==> config.mk <==
export PLATFORM = sky130hd
export DESIGN_NAME = antialiased_line_rasterizer_top_flat
export DESIGN_NICKNAME = d
export VERILOG_FILES = /design/src/sv/aalr_pkg.sv /design/src/sv/aalr_in_if.sv /design/src/sv/aalr_out_if.sv /design/src/sv/aalr_cfg_if.sv /design/src/sv/aalr_ctrl.sv /design/src/sv/aalr_dp.sv /design/src/sv/antialiased_line_rasterizer_top.sv /design/src/flat_wrapper.sv
export SDC_FILE = /design/constraint.sdc
export NUM_CORES = 2
export LEC_CHECK = 0
export BUFFER_PORTS_ARGS = -buffer_cell sky130_fd_sc_hd__buf_4
export CORE_MARGIN = 2
export CORE_UTILIZATION = 38
export CTS_CLUSTER_SIZE = 30
export DETAILED_ROUTE_END_ITERATION = 12
export PLACE_DENSITY_LB_ADDON = 0.2
export SETUP_SLACK_MARGIN = 0.1
export SYNTH_ARGS = -nofsm -noshare
export SYNTH_HDL_FRONTEND = slang
export SYNTH_SLANG_ARGS = --single-unit
==> constraint.sdc <==
create_clock -name clk -period 17 [get_ports clk]
set_input_delay 1.7 -clock clk [delete_from_list [all_inputs] [get_ports clk]]
set_output_delay 1.7 -clock clk [all_outputs]
set_load 0.005 [all_outputs]
==> src/sv/aalr_pkg.sv <==
package aalr_pkg;

	localparam int CFG_IDX_W = 1;
	localparam int CFG_DATA_W = 15;

	// operation codes of an input transaction
	localparam logic OP_START = 1'b0;
	localparam logic OP_STEP = 1'b1;

	// configuration register indexes
	localparam logic [CFG_IDX_W-1:0] REG_SCREEN_WIDTH = 1'b0;
	localparam logic [CFG_IDX_W-1:0] REG_SCREEN_HEIGHT = 1'b1;

	// the slope quotient is at most 256, so nine quotient bits suffice
	localparam int QUO_W = 9;
	localparam logic [3:0] DIV_FIRST_BIT = 4'd8;

	typedef struct packed {
		logic operation;
		logic signed [15:0] start_x;
		logic signed [15:0] start_y;
		logic signed [15:0] end_x;
		logic signed [15:0] end_y;
		logic [15:0] fore_colour;
		logic [15:0] back_colour;
	} in_item_t;

	typedef struct packed {
		logic signed [15:0] pixel_x;
		logic signed [15:0] pixel_y;
		logic [15:0] pixel_colour;
		logic visible;
		logic last_of_step;
		logic line_done;
	} out_item_t;

	typedef struct packed {
		logic start;
		logic div_step;
		logic emit;
		logic sel_lower;
		logic last;
	} cmd_t;

	typedef struct packed {
		logic div_last;
		logic active;
		logic point_only;
		logic frac_zero;
		logic frac_full;
	} status_t;

endpackage

==> src/sv/aalr_in_if.sv <==
interface aalr_in_if import aalr_pkg::*; ();
	logic valid;
	logic ready;
	in_item_t data;

	modport source(output valid, output data, input ready);
	modport sink(input valid, input data, output ready);
endinterface

==> src/sv/aalr_out_if.sv <==
interface aalr_out_if import aalr_pkg::*; ();
	logic valid;
	logic ready;
	out_item_t data;

	modport source(output valid, output data, input ready);
	modport sink(input valid, input data, output ready);
endinterface

==> src/sv/aalr_cfg_if.sv <==
interface aalr_cfg_if import aalr_pkg::*; ();
	logic valid;
	logic ready;
	logic [CFG_IDX_W-1:0] index;
	logic [CFG_DATA_W-1:0] wdata;

	modport source(output valid, output index, output wdata, input ready);
	modport sink(input valid, input index, input wdata, output ready);
endinterface

==> src/sv/aalr_ctrl.sv <==
module aalr_ctrl import aalr_pkg::*; (
	input logic clk,
	input logic arst_n,
	input logic in_valid,
	input logic in_op,
	output logic in_ready,
	output logic out_valid,
	input logic out_ready,
	input status_t status,
	output cmd_t cmd
);

	localparam logic [1:0] ST_IDLE = 2'd0;
	localparam logic [1:0] ST_DIV = 2'd1;
	localparam logic [1:0] ST_EMIT_A = 2'd2;
	localparam logic [1:0] ST_EMIT_B = 2'd3;

	logic [1:0] state_q;
	logic [1:0] state_d;
	logic out_valid_q;
	logic out_free;

	assign out_free = !out_valid_q || out_ready;
	assign in_ready = (state_q == ST_IDLE);
	assign out_valid = out_valid_q;

	always_comb begin
		cmd = '0;
		state_d = state_q;
		case (state_q)
			ST_IDLE: begin
				if (in_valid) begin
					if (in_op == OP_START) begin
						cmd.start = 1'b1;
						state_d = ST_DIV;
					end else if (status.active) begin
						state_d = ST_EMIT_A;
					end
				end
			end
			ST_DIV: begin
				cmd.div_step = 1'b1;
				if (status.div_last) begin
					state_d = ST_IDLE;
				end
			end
			ST_EMIT_A: begin
				if (out_free) begin
					cmd.emit = 1'b1;
					// upper pixel unless its alpha is zero
					cmd.sel_lower = !status.point_only && status.frac_full;
					cmd.last = status.point_only || status.frac_zero || status.frac_full;
					state_d = cmd.last ? ST_IDLE : ST_EMIT_B;
				end
			end
			ST_EMIT_B: begin
				if (out_free) begin
					cmd.emit = 1'b1;
					cmd.sel_lower = 1'b1;
					cmd.last = 1'b1;
					state_d = ST_IDLE;
				end
			end
			default: begin
				state_d = ST_IDLE;
			end
		endcase
	end

	always_ff @(posedge clk or negedge arst_n) begin
		if (!arst_n) begin
			state_q <= ST_IDLE;
			out_valid_q <= 1'b0;
		end else begin
			state_q <= state_d;
			if (cmd.emit) begin
				out_valid_q <= 1'b1;
			end else if (out_ready) begin
				out_valid_q <= 1'b0;
			end
		end
	end

endmodule

==> src/sv/aalr_dp.sv <==
module aalr_dp import aalr_pkg::*; (
	input logic clk,
	input logic arst_n,
	input cmd_t cmd,
	output status_t status,
	input in_item_t in_data,
	input logic cfg_we,
	input logic [CFG_IDX_W-1:0] cfg_index,
	input logic [CFG_DATA_W-1:0] cfg_wdata,
	output out_item_t out_data
);

	// blend one colour channel: (f*a + b*(255-a) + 127) / 255
	function automatic logic [5:0] blend_chan(input logic [5:0] f, input logic [5:0] b,
			input logic [7:0] a);
		logic [7:0] na;
		logic [13:0] prod_f;
		logic [13:0] prod_b;
		logic [14:0] sum;
		logic [14:0] quo;
		na = 8'd255 - a;
		prod_f = 14'(f) * 14'(a);
		prod_b = 14'(b) * 14'(na);
		sum = 15'(prod_f) + 15'(prod_b) + 15'd127;
		// exact divide by 255 for sums below 65535
		quo = (sum + 15'd1 + (sum >> 8)) >> 8;
		blend_chan = quo[5:0];
	endfunction

	logic [CFG_DATA_W-1:0] width_q;
	logic [CFG_DATA_W-1:0] height_q;

	logic [15:0] major_q;
	logic [15:0] major_end_q;
	logic [23:0] minor_q;
	logic signed [9:0] slope_q;
	logic steep_q;
	logic point_q;
	logic active_q;
	logic [15:0] fore_q;
	logic [15:0] back_q;
	logic [23:0] rem_q;
	logic [15:0] dvs_q;
	logic [QUO_W-1:0] quo_q;
	logic [3:0] idx_q;
	logic neg_q;
	out_item_t out_q;

	// start transaction setup
	logic signed [16:0] dx_raw;
	logic signed [16:0] dy_raw;
	logic [16:0] adx;
	logic [16:0] ady;
	logic steep;
	logic signed [15:0] a0;
	logic signed [15:0] a1;
	logic signed [15:0] b0;
	logic signed [15:0] b1;
	logic swap;
	logic signed [15:0] maj_lo;
	logic signed [15:0] maj_hi;
	logic signed [15:0] min_lo;
	logic signed [15:0] min_hi;
	logic [16:0] dx;
	logic [16:0] dy;
	logic [16:0] abs_dy;

	always_comb begin
		dx_raw = 17'(in_data.end_x) - 17'(in_data.start_x);
		dy_raw = 17'(in_data.end_y) - 17'(in_data.start_y);
		adx = dx_raw[16] ? 17'(-dx_raw) : dx_raw;
		ady = dy_raw[16] ? 17'(-dy_raw) : dy_raw;
		steep = ady > adx;
		a0 = steep ? in_data.start_y : in_data.start_x;
		a1 = steep ? in_data.end_y : in_data.end_x;
		b0 = steep ? in_data.start_x : in_data.start_y;
		b1 = steep ? in_data.end_x : in_data.end_y;
		swap = a0 > a1;
		maj_lo = swap ? a1 : a0;
		maj_hi = swap ? a0 : a1;
		min_lo = swap ? b1 : b0;
		min_hi = swap ? b0 : b1;
		dx = 17'(maj_hi) - 17'(maj_lo);
		dy = 17'(min_hi) - 17'(min_lo);
		abs_dy = dy[16] ? 17'(-dy) : dy;
	end

	// slope divider: one quotient bit a cycle, most significant first
	logic [24:0] div_shifted;
	logic [24:0] div_diff;
	logic div_ge;
	logic [QUO_W-1:0] quo_next;
	logic [9:0] slope_next;

	always_comb begin
		div_shifted = 25'(dvs_q) << idx_q;
		div_diff = {1'b0, rem_q} - div_shifted;
		div_ge = !div_diff[24];
		quo_next = {quo_q[QUO_W-2:0], div_ge};
		slope_next = neg_q ? 10'(-{1'b0, quo_next}) : {1'b0, quo_next};
	end

	// pixel generation
	logic [7:0] frac;
	logic [15:0] minor_int;
	logic [15:0] minor_sel;
	logic [7:0] alpha;
	logic [5:0] blend_r;
	logic [5:0] blend_g;
	logic [5:0] blend_b;
	logic [15:0] blended;
	logic [15:0] px;
	logic [15:0] py;
	logic line_end;

	always_comb begin
		frac = minor_q[7:0];
		minor_int = minor_q[23:8];
		minor_sel = cmd.sel_lower ? minor_int + 16'd1 : minor_int;
		alpha = cmd.sel_lower ? frac : ~frac;
		blend_r = blend_chan({1'b0, fore_q[15:11]}, {1'b0, back_q[15:11]}, alpha);
		blend_g = blend_chan(fore_q[10:5], back_q[10:5], alpha);
		blend_b = blend_chan({1'b0, fore_q[4:0]}, {1'b0, back_q[4:0]}, alpha);
		blended = {blend_r[4:0], blend_g, blend_b[4:0]};
		px = steep_q ? minor_sel : major_q;
		py = steep_q ? major_q : minor_sel;
		line_end = point_q || (major_q == major_end_q);
	end

	always_ff @(posedge clk or negedge arst_n) begin
		if (!arst_n) begin
			width_q <= CFG_DATA_W'(1);
			height_q <= CFG_DATA_W'(1);
			active_q <= 1'b0;
			idx_q <= '0;
		end else begin
			if (cfg_we) begin
				case (cfg_index)
					REG_SCREEN_WIDTH: width_q <= cfg_wdata;
					REG_SCREEN_HEIGHT: height_q <= cfg_wdata;
					default: ;
				endcase
			end
			if (cmd.start) begin
				active_q <= 1'b1;
				idx_q <= DIV_FIRST_BIT;
			end else if (cmd.div_step) begin
				idx_q <= idx_q - 4'd1;
			end else if (cmd.emit && cmd.last && line_end) begin
				active_q <= 1'b0;
			end
		end
	end

	always_ff @(posedge clk) begin
		if (cmd.start) begin
			steep_q <= steep;
			major_q <= maj_lo;
			major_end_q <= maj_hi;
			minor_q <= {min_lo, 8'd128};
			point_q <= (dx == 17'd0);
			fore_q <= in_data.fore_colour;
			back_q <= in_data.back_colour;
			rem_q <= {abs_dy[15:0], 8'd0};
			dvs_q <= dx[15:0];
			quo_q <= '0;
			neg_q <= dy[16];
		end else if (cmd.div_step) begin
			if (div_ge) begin
				rem_q <= div_diff[23:0];
			end
			quo_q <= quo_next;
			if (idx_q == 4'd0) begin
				slope_q <= point_q ? 10'sd0 : slope_next;
			end
		end else if (cmd.emit && cmd.last && !line_end) begin
			// advance to the next column
			minor_q <= minor_q + {{14{slope_q[9]}}, slope_q};
			major_q <= major_q + 16'd1;
		end
		if (cmd.emit) begin
			out_q.pixel_x <= px;
			out_q.pixel_y <= py;
			out_q.pixel_colour <= point_q ? fore_q : blended;
			out_q.visible <= !px[15] && !py[15] && (px[14:0] < width_q) &&
				(py[14:0] < height_q);
			out_q.last_of_step <= cmd.last;
			out_q.line_done <= cmd.last && line_end;
		end
	end

	assign out_data = out_q;

	assign status.div_last = (idx_q == 4'd0);
	assign status.active = active_q;
	assign status.point_only = point_q;
	assign status.frac_zero = (frac == 8'd0);
	assign status.frac_full = (frac == 8'hFF);

endmodule

==> src/sv/antialiased_line_rasterizer_top.sv <==
// Anti-aliased line rasterizer with RGB565 blending. A start transaction
// (operation 0) loads both endpoints and the line and background colours and
// emits nothing; it replaces any line in progress. Each step transaction
// (operation 1) walks one column of the major axis and emits one or two
// pixels, the last of which carries last_of_step; the last pixel of the line
// also carries line_done, after which steps are ignored until the next start.
// Pixels outside screen_width x screen_height are still emitted, with
// visible low. A start transaction sets up the endpoints and then runs the
// slope divider, which produces one quotient bit per cycle, before the block
// takes another transaction. A step transaction is accepted and then emits
// its pixels one at a time, each waiting while the output register still
// holds a pixel the consumer has not taken. The output register decouples
// the two sides: a new transaction is accepted while the previous pixel
// still waits to be taken. Configuration writes are accepted every cycle
// and should only be issued while no line step is in flight.
module antialiased_line_rasterizer_top import aalr_pkg::*; (
	input logic clk,
	input logic arst_n,
	aalr_in_if.sink in_ch,
	aalr_out_if.source out_ch,
	aalr_cfg_if.sink cfg_ch
);

	cmd_t cmd;
	status_t status;

	// configuration writes never stall
	assign cfg_ch.ready = 1'b1;

	// sequencer: start setup, divider iterations, one pixel per emit cycle
	aalr_ctrl u_ctrl (
		.clk(clk),
		.arst_n(arst_n),
		.in_valid(in_ch.valid),
		.in_op(in_ch.data.operation),
		.in_ready(in_ch.ready),
		.out_valid(out_ch.valid),
		.out_ready(out_ch.ready),
		.status(status),
		.cmd(cmd)
	);

	// line state, slope divider, blend and visibility, output payload register
	aalr_dp u_dp (
		.clk(clk),
		.arst_n(arst_n),
		.cmd(cmd),
		.status(status),
		.in_data(in_ch.data),
		.cfg_we(cfg_ch.valid),
		.cfg_index(cfg_ch.index),
		.cfg_wdata(cfg_ch.wdata),
		.out_data(out_ch.data)
	);

`ifndef SYNTHESIS
	// never overwrite a pixel the consumer has not taken
	a_no_overwrite: assert property (@(posedge clk) disable iff (!arst_n)
		cmd.emit |-> (!out_ch.valid || out_ch.ready))
		else $error("pixel overwritten in output register");

	// the end of a line is always the end of a step
	a_done_is_last: assert property (@(posedge clk) disable iff (!arst_n)
		(out_ch.valid && out_ch.data.line_done) |-> out_ch.data.last_of_step)
		else $error("line_done without last_of_step");

	// after the final pixel of a step the block takes the next transaction
	a_ready_after_step: assert property (@(posedge clk) disable iff (!arst_n)
		(cmd.emit && cmd.last) |=> in_ch.ready)
		else $error("not ready after finishing a step");

	// a step transaction never starts emitting on an idle line
	a_step_needs_line: assert property (@(posedge clk) disable iff (!arst_n)
		(in_ch.valid && in_ch.ready && in_ch.data.operation == OP_STEP &&
		!status.active) |=> in_ch.ready)
		else $error("step on idle line did not return to idle");
`endif

endmodule

==> src/flat_wrapper.sv <==
// flat-port wrapper written by rule: the top's interface ports become plain ports
module antialiased_line_rasterizer_top_flat import aalr_pkg::*;
  (clk, arst_n, in_ch_valid, in_ch_data, in_ch_ready, out_ch_valid, out_ch_data, out_ch_ready, cfg_ch_valid, cfg_ch_index, cfg_ch_wdata, cfg_ch_ready);
  aalr_in_if in_ch_i ();
  aalr_out_if out_ch_i ();
  aalr_cfg_if cfg_ch_i ();
  input logic clk;
  input logic arst_n;
  input wire logic [$bits(in_ch_i.valid)-1:0] in_ch_valid;
  input wire logic [$bits(in_ch_i.data)-1:0] in_ch_data;
  output wire logic [$bits(in_ch_i.ready)-1:0] in_ch_ready;
  output wire logic [$bits(out_ch_i.valid)-1:0] out_ch_valid;
  output wire logic [$bits(out_ch_i.data)-1:0] out_ch_data;
  input wire logic [$bits(out_ch_i.ready)-1:0] out_ch_ready;
  input wire logic [$bits(cfg_ch_i.valid)-1:0] cfg_ch_valid;
  input wire logic [$bits(cfg_ch_i.index)-1:0] cfg_ch_index;
  input wire logic [$bits(cfg_ch_i.wdata)-1:0] cfg_ch_wdata;
  output wire logic [$bits(cfg_ch_i.ready)-1:0] cfg_ch_ready;
  assign in_ch_i.valid = in_ch_valid;
  assign in_ch_i.data = in_ch_data;
  assign in_ch_ready = in_ch_i.ready;
  assign out_ch_valid = out_ch_i.valid;
  assign out_ch_data = out_ch_i.data;
  assign out_ch_i.ready = out_ch_ready;
  assign cfg_ch_i.valid = cfg_ch_valid;
  assign cfg_ch_i.index = cfg_ch_index;
  assign cfg_ch_i.wdata = cfg_ch_wdata;
  assign cfg_ch_ready = cfg_ch_i.ready;
  antialiased_line_rasterizer_top u_core (.clk(clk), .arst_n(arst_n), .in_ch(in_ch_i), .out_ch(out_ch_i), .cfg_ch(cfg_ch_i));
endmodule
# Yosys cells after proc, flatten, opt, wreduce, memory -nomap -nowiden
# Index checks and enable logic that the tools add are counted.
totals:
  reg_bits: 238
  latch_bits: 0
  ramBits: 0
  mem_bits_ro: 0
  input_bits: 118
  word_cells: 166
  n_memories: 0
op_classes:
  n_addsub: 26
  mul: 6
  n_div: 0
  magnitude_cmp: 4
  eq_ne: 12
  shift: 1
  mux: 48
  bitwise_logic: 6
  reduce_logical: 36
op_table:
  columns: ["op", "n"]
  rows:
  - ["2-to-1 mux 16 bit", 16]
  - ["2-to-1 mux 24 bit", 6]
  - ["subtractor 16 x 16 -> 17 bit", 4]
  - ["multiplier 5 x 8 -> 13 bit", 4]
  - ["2-to-1 mux 17 bit", 2]
  - ["negator 17 bit", 2]
  - ["adder 16 x 1 -> 16 bit (second input constant)", 2]
  - ["adder 14 x 7 -> 15 bit (second input constant)", 2]
  - ["less-than comparator 15 bit", 2]
  - ["adder 13 x 13 -> 14 bit", 2]
  - ["multiplier 6 x 8 -> 14 bit", 2]
  - ["adder 13 x 1 -> 13 bit (second input constant)", 2]
  - ["adder 13 x 7 -> 13 bit", 2]
  - ["<< shifter 16 x 4 -> 25 bit", 1]
  - ["subtractor 24 x 25 -> 25 bit", 1]
  - ["adder 24 bit", 1]
  - ["> comparator 17 bit", 1]
  - ["zero test 17 bit", 1]
  - ["equality test 16 bit", 1]
  - ["> comparator 16 bit", 1]
  - ["negator 16 bit", 1]
  - ["adder 14 x 14 -> 15 bit", 1]
  - ["adder 15 x 7 -> 15 bit (second input constant)", 1]
  - ["adder 14 x 1 -> 14 bit (second input constant)", 1]
  - ["other kinds (31)", 80]

# Logic depth before layout (Yosys ltp)
depth:
  ltp_word: 13
  ltp_mapped: 70
  mapped_depth_nobuf: 58

# Cells and area by module
# A second synthesis with hierarchy kept.
hier_totals:
  cells_unflattened: 3220
  area_unflattened_um2: 28348.4
by_module_without_submodules:
  columns: ["mod", "instances", "cells_per_inst", "area_each_um2", "seq_area_each_um2"]
  rows:
  - ["aalr_dp", 1, 3195, 28120.7, 6643.9]
  - ["aalr_ctrl", 1, 23, 216.5, 75.1]
  - ["antialiased_line_rasterizer_top", 1, 2, 11.3, 0.0]

# Worst setup path before layout
# Ideal clock, no wire load.
synth_path:
  path_kind: "input to register"
  startpoint: "input port in_ch_data[32]"
  endpoint: "register u_core.u_dp.rem_q[17] (data pin)"
  arrival_time_ns: 13.668
  required_time_ns: 16.729
  path_slack_ns: 3.061
  stages: 61
  path_buffers: 11
  path_cell_list: "inv_1 > ha_1 > fa_1 > nor2b_1 > o21ai_0 > a21boi_0 > nor2_1 > or4_1 > or3_1 > or3_1 > or2_2 > or4_1 > nor4b_1 > ha_1 > nand4_1 > nor2_1 > a211o_1 > buf_4 > (+25 left out) > fa_1 > a21o_1 > a21oi_1 > o21ai_0 > a21oi_1 > o21ai_0 > a21oi_1 > o21ai_0 > a21oi_1 > o21ai_0 > a211oi_1 > nor2_1 > o31a_1 > inv_1 > buf_1 > nand2_1 > xor2_1 > o22ai_1"
synth_lines:
  columns: ["element", "line_no", "text"]
  rows:
  - ["start: declaration", "flat_wrapper.sv:10", "input wire logic [$bits(in_ch_i.data)-1:0] in_ch_data;"]
  - ["subtractor 16 x 16 -> 17 bit (*)", "aalr_dp.sv:70", "dy_raw = 17'(in_data.end_y) - 17'(in_data.start_y);"]
  - ["negator 17 bit", "aalr_dp.sv:72", "ady = dy_raw[16] ? 17'(-dy_raw) : dy_raw;"]
  - ["2-to-1 mux 17 bit (*)", "aalr_dp.sv:72", null]
  - ["> comparator 17 bit (*)", "aalr_dp.sv:73", "steep = ady > adx;"]
  - ["named net u_core.u_dp.steep", "aalr_dp.sv:54", "logic steep;"]
  - ["2-to-1 mux 16 bit, on equally long branches", "aalr_dp.sv:74, aalr_dp.sv:75", null]
  - ["> comparator 16 bit", "aalr_dp.sv:78", "swap = a0 > a1;"]
  - ["2-to-1 mux 16 bit, on equally long branches", "aalr_dp.sv:82, aalr_dp.sv:81", null]
  - ["subtractor 16 x 16 -> 17 bit (*)", "aalr_dp.sv:84", "dy = 17'(min_hi) - 17'(min_lo);"]
  - ["named net u_core.u_dp.dy[16]", "aalr_dp.sv:65", "logic [16:0] dy;"]
  - ["2-to-1 mux 16 bit (*)", "aalr_dp.sv:85", "abs_dy = dy[16] ? 17'(-dy) : dy;"]
  - ["2-to-1 mux 24 bit (*)", "aalr_dp.sv:156", "if (cmd.start) begin"]
  - ["end signal: assignment", "aalr_dp.sv:164", "rem_q <= {abs_dy[15:0], 8'd0};"]
  - ["end signal: assignment", "aalr_dp.sv:170", "rem_q <= div_diff[23:0];"]
  - ["end: declaration", "aalr_dp.sv:42", "logic [23:0] rem_q;"]
# The timed path passes the listed nets; every way through them passes the cells marked *.
# A chain may end at the register's enable or synchronous reset.

# Worst setup path after layout
layout_path:
  startpoint: "input port in_ch_data[48]"
  endpoint: "register u_core.u_dp.rem_q[12] (data pin)"
layout_via:
  elab_chain_len: 11
layout_lines:
  columns: ["element", "line_no", "text"]
  rows:
  - ["subtractor 16 x 16 -> 17 bit", "aalr_dp.sv:69", "dx_raw = 17'(in_data.end_x) - 17'(in_data.start_x);"]
  - ["negator 17 bit", "aalr_dp.sv:71", "adx = dx_raw[16] ? 17'(-dx_raw) : dx_raw;"]
  - ["2-to-1 mux 17 bit", "aalr_dp.sv:71", null]
  - ["> comparator 17 bit", "aalr_dp.sv:73", null]
  - ["2-to-1 mux 16 bit, on equally long branches", "aalr_dp.sv:74, aalr_dp.sv:75", null]
  - ["> comparator 16 bit", "aalr_dp.sv:78", null]
  - ["2-to-1 mux 16 bit, on equally long branches", "aalr_dp.sv:82, aalr_dp.sv:81", null]
  - ["subtractor 16 x 16 -> 17 bit (*)", "aalr_dp.sv:84", null]
  - ["negator 16 bit", "aalr_dp.sv:85", null]
  - ["2-to-1 mux 16 bit (*)", "aalr_dp.sv:85", null]
  - ["2-to-1 mux 24 bit (*)", "aalr_dp.sv:156", null]
# Mark *: on every way between the ends. The rest lies on a longest branch, timed or not.

==> flow_summary_export.csv <==
group,metric,value,unit
run_status,run_status,"finished, final reports clean",
cts,clk_latency,590,ps
global_route,antenna_found_initial,0,
finish,layout.nets,3967,
worst_setup_path,critPathCapture,"u_core.u_dp.rem_q[12]",
sta,fin_skew,29.8,ps
worst_setup_path,r2r_cells,36,
global_route,overflow,0,
place,port_buffers,170,
die,die_h,277,µm
sta,max_slew_margin,15.7,%
die,die_w,277,µm
global_route,grt_pass1_vias,22100,
worst_setup_path,cp_top_family,"compound AO/OA/AOI/OAI gates",
cts,cts_hold_buf,0,
synth,syn_area,28400,µm²
worst_setup_path,rrSetupSlack,7140,ps
synth,synthTopCellsByArea,"edfxtp_1 19%, fa_1 14%, ha_1 13%, nand2_1 5.5%, inv_1 4.9%",
die,num_rows,100,
synth,synth_edf_count,176,
finish,n_antenna_cell,0,
sta,rsz0062_at_grt,"false",
worst_setup_path,start_kind,"input pin",
synth,yosys_register_bits,238,
global_route,grt_max_degree,83,
synth,ys_async_sr_fraction,16.0,%
min_path,hp-start,"u_core.u_dp.rem_q[0]",
cts,path_clk_slew,60,ps
sta,period_share,90.0,%
synth,synth_nets,3867,
cts,cts_max_path_buffers,3,
synth,avgSynthCellArea,8.72,µm²
synth,synth_common_cells,"412 x nand2_1, 374 x inv_1, 296 x ha_1",
drt,drc,0,
sta,fmax,0.0653,GHz
global_route,met1_usage,27.8,%
synth,yosysSeqAreaShare,23.7,%
worst_setup_path,endpoint_kind,"register",
synth,synthFlopType,"edfxtp_1",
drt,drtAntennaViolNets,0,
finish,drive_gt1_share,9.77,%
worst_setup_path,critPathRequiredTime,17300,ps
global_route,grt_pass1_wl,123000,µm
drt,drt_first_iter_violations,1465,
worst_setup_path,critPathBufInv,4,
drt,routed_via_density,5.23,
finish,area_growth,11.5,%
worst_setup_path,crit_fanout,82,
die,io_pins,172,
worst_setup_path,cpMostUsedCell,"o21ai_0",
cts,numCtsBuffers,30,
global_route,grtUsageMet3,1.65,%
cts,cts_setup_buffers,0,
die,core,74200,µm²
min_path,min-delay-path-class,"reg -> reg",
sta,slew_viol_final,0,
cts,clock_sinks,238,
synth,yosys.cell_types.count,90,
min_path,min_path_cells,2,
worst_setup_path,worst-setup-path-type,"in -> reg",
worst_setup_path,max_stage_delay,680,ps
drt,first_pass_iters,6,
cts,cts_resized,0,
drt,detail_route.wl_per_cell,17.8,µm
place,hpwlAfterDp,61100,µm
worst_setup_path,cp.depth,55,
flow_run,maxCapViolCount,0,
worst_setup_path,worstReg2RegEnd,"u_core.u_dp.out_data[7]",
worst_setup_path,critPathArrivalTime,15600,ps
die,dieArea,76800,µm²
sta,setup_tns,0,ps
worst_setup_path,crit_start,"in_ch_data[48]",
global_route,grt_usage,20.0,%
synth,yosys.area.top_type,"edfxtp_1",
worst_setup_path,crit_slowest_cell,"buf_4",
global_route,grtUsageMet2,33.8,%
global_route,grt.busiest_layer,"met2",
sta,setup_viol,0,
drt,vias,22800,
cts,cts_root_buf,"clkbuf_16",
synth,yosysTopAreaCellShare,18.6,%
worst_setup_path,reg2reg_from,"u_core.u_ctrl.out_valid",
synth,synth_warnings,0,
cts,cts_tree,"done",
sta,period_needed,15310,ps
place,gp_congestion,0.891,
sta,hold_viol,0,
finish,fillers,7430,
sta,worst_pin_slew,1250,ps
synth,syn_inst,3254,
synth,yosysMostFrequentCell,"nand2_1",
cts,htreeDepth,1,
die,start_util,38.2,%
drt,finalWirelength,77200,µm
[cell type report]
class	count	area (µm²)	area share, %
clock buffer	44	896	2.83
sequential	238	6720	21.3
multi-input combinational	2508	19700	62.4
timing repair buffer	200	1500	4.75
tap	969	1210	3.83
inverter	376	1410	4.47
clock inverter	12	136	0.431
[per-layer routing]
layer | part of all wire, % | up-vias
li1 | - | 11300
met1 | 47 | 10900
met2 | 47 | 459
met3 | 3.8 | 82
met4 | 1.9 | 0
met5 | 0 | -
[worst min-delay path: stages, from the launching register on]
cell     delay [ps]
dfxtp_1         310
nand2_1          50
mux2i_1          60
[worst min-delay path by stage]
stage,endpoint,slack [ps]
after CTS,u_core.u_dp.rem_q[0],460
final,u_core.u_dp.rem_q[0],460
after floorplan,u_core.u_dp.rem_q[0],440
after global routing,u_core.u_dp.rem_q[0],490
after global placement,u_core.u_dp.rem_q[0],460
after detailed placement,u_core.u_dp.rem_q[0],460
[cells in the final DEF, fill, tap and decap left out, types with 25 or more instances in the layout]
cell	netlist	final
nand2_1	412	411
inv_1	374	372
ha_1	296	296
nor2_1	213	212
buf_4	3	200
fa_1	199	199
o21ai_0	179	179
edfxtp_1	176	176
a21oi_1	158	158
xnor2_1	129	128
and2_1	119	119
xor2_1	83	83
nand3_1	49	49
mux2i_1	48	48
nor3_1	47	47
nor2b_1	43	42
mux2_2	39	39
o211ai_1	36	36
dfrtp_1	36	36
a21boi_0	34	34
a21o_1	34	34
clkbuf_16	0	32
o22ai_1	31	31
nand2b_1	30	30
a31oi_1	30	30
nand4_1	29	29
or3_1	28	28
a211oi_1	25	25
[registers in the layout, indices dropped and copies added, names as in the netlist, 16 cells and up]
signal and cells:
u_core.u_dp.out_data 51, u_core.u_dp.minor_q 24, u_core.u_dp.rem_q 24, u_core.u_dp.back_q 16
u_core.u_dp.dvs_q 16, u_core.u_dp.fore_q 16, u_core.u_dp.major_end_q 16, u_core.u_dp.major_q 16
[per-stage QoR]
| step | hold WS [ps] | utilization (%) | area [µm²] | cells | setup WS, ps |
|---|---|---|---|---|---|
| 3_5_place_dp | 456 | 41.2 | 30600 | 4291 | 1180 |
| 6_report | 463 | 42.6 | 31600 | 4347 | 1690 |
| 4_1_cts | 464 | 42.6 | 31600 | 4347 | 1750 |
| 2_1_floorplan | 438 | - | 28400 | 3254 | 3060 |
| 5_1_grt | 490 | 42.6 | 31600 | 4347 | 199 |
| 3_3_place_gp | 456 | 41.2 | 30600 | 4291 | 1340 |
[cell families after synthesis]
kind of cell	Yosys count	synth area share, %
AOI/OAI and AO/OA	661	14.7
xor gates and xnor gates	212	6.55
adders and majority gates	495	27.1
buffers and inverters	508	6.82
DFF	238	23.7
muxes	94	3.80
other	1	0.0132
and+or+nand+nor	1045	17.4
Power is not shown: default switching activity piles up to over one toggle a cycle in this logic, so the estimate is an artifact.
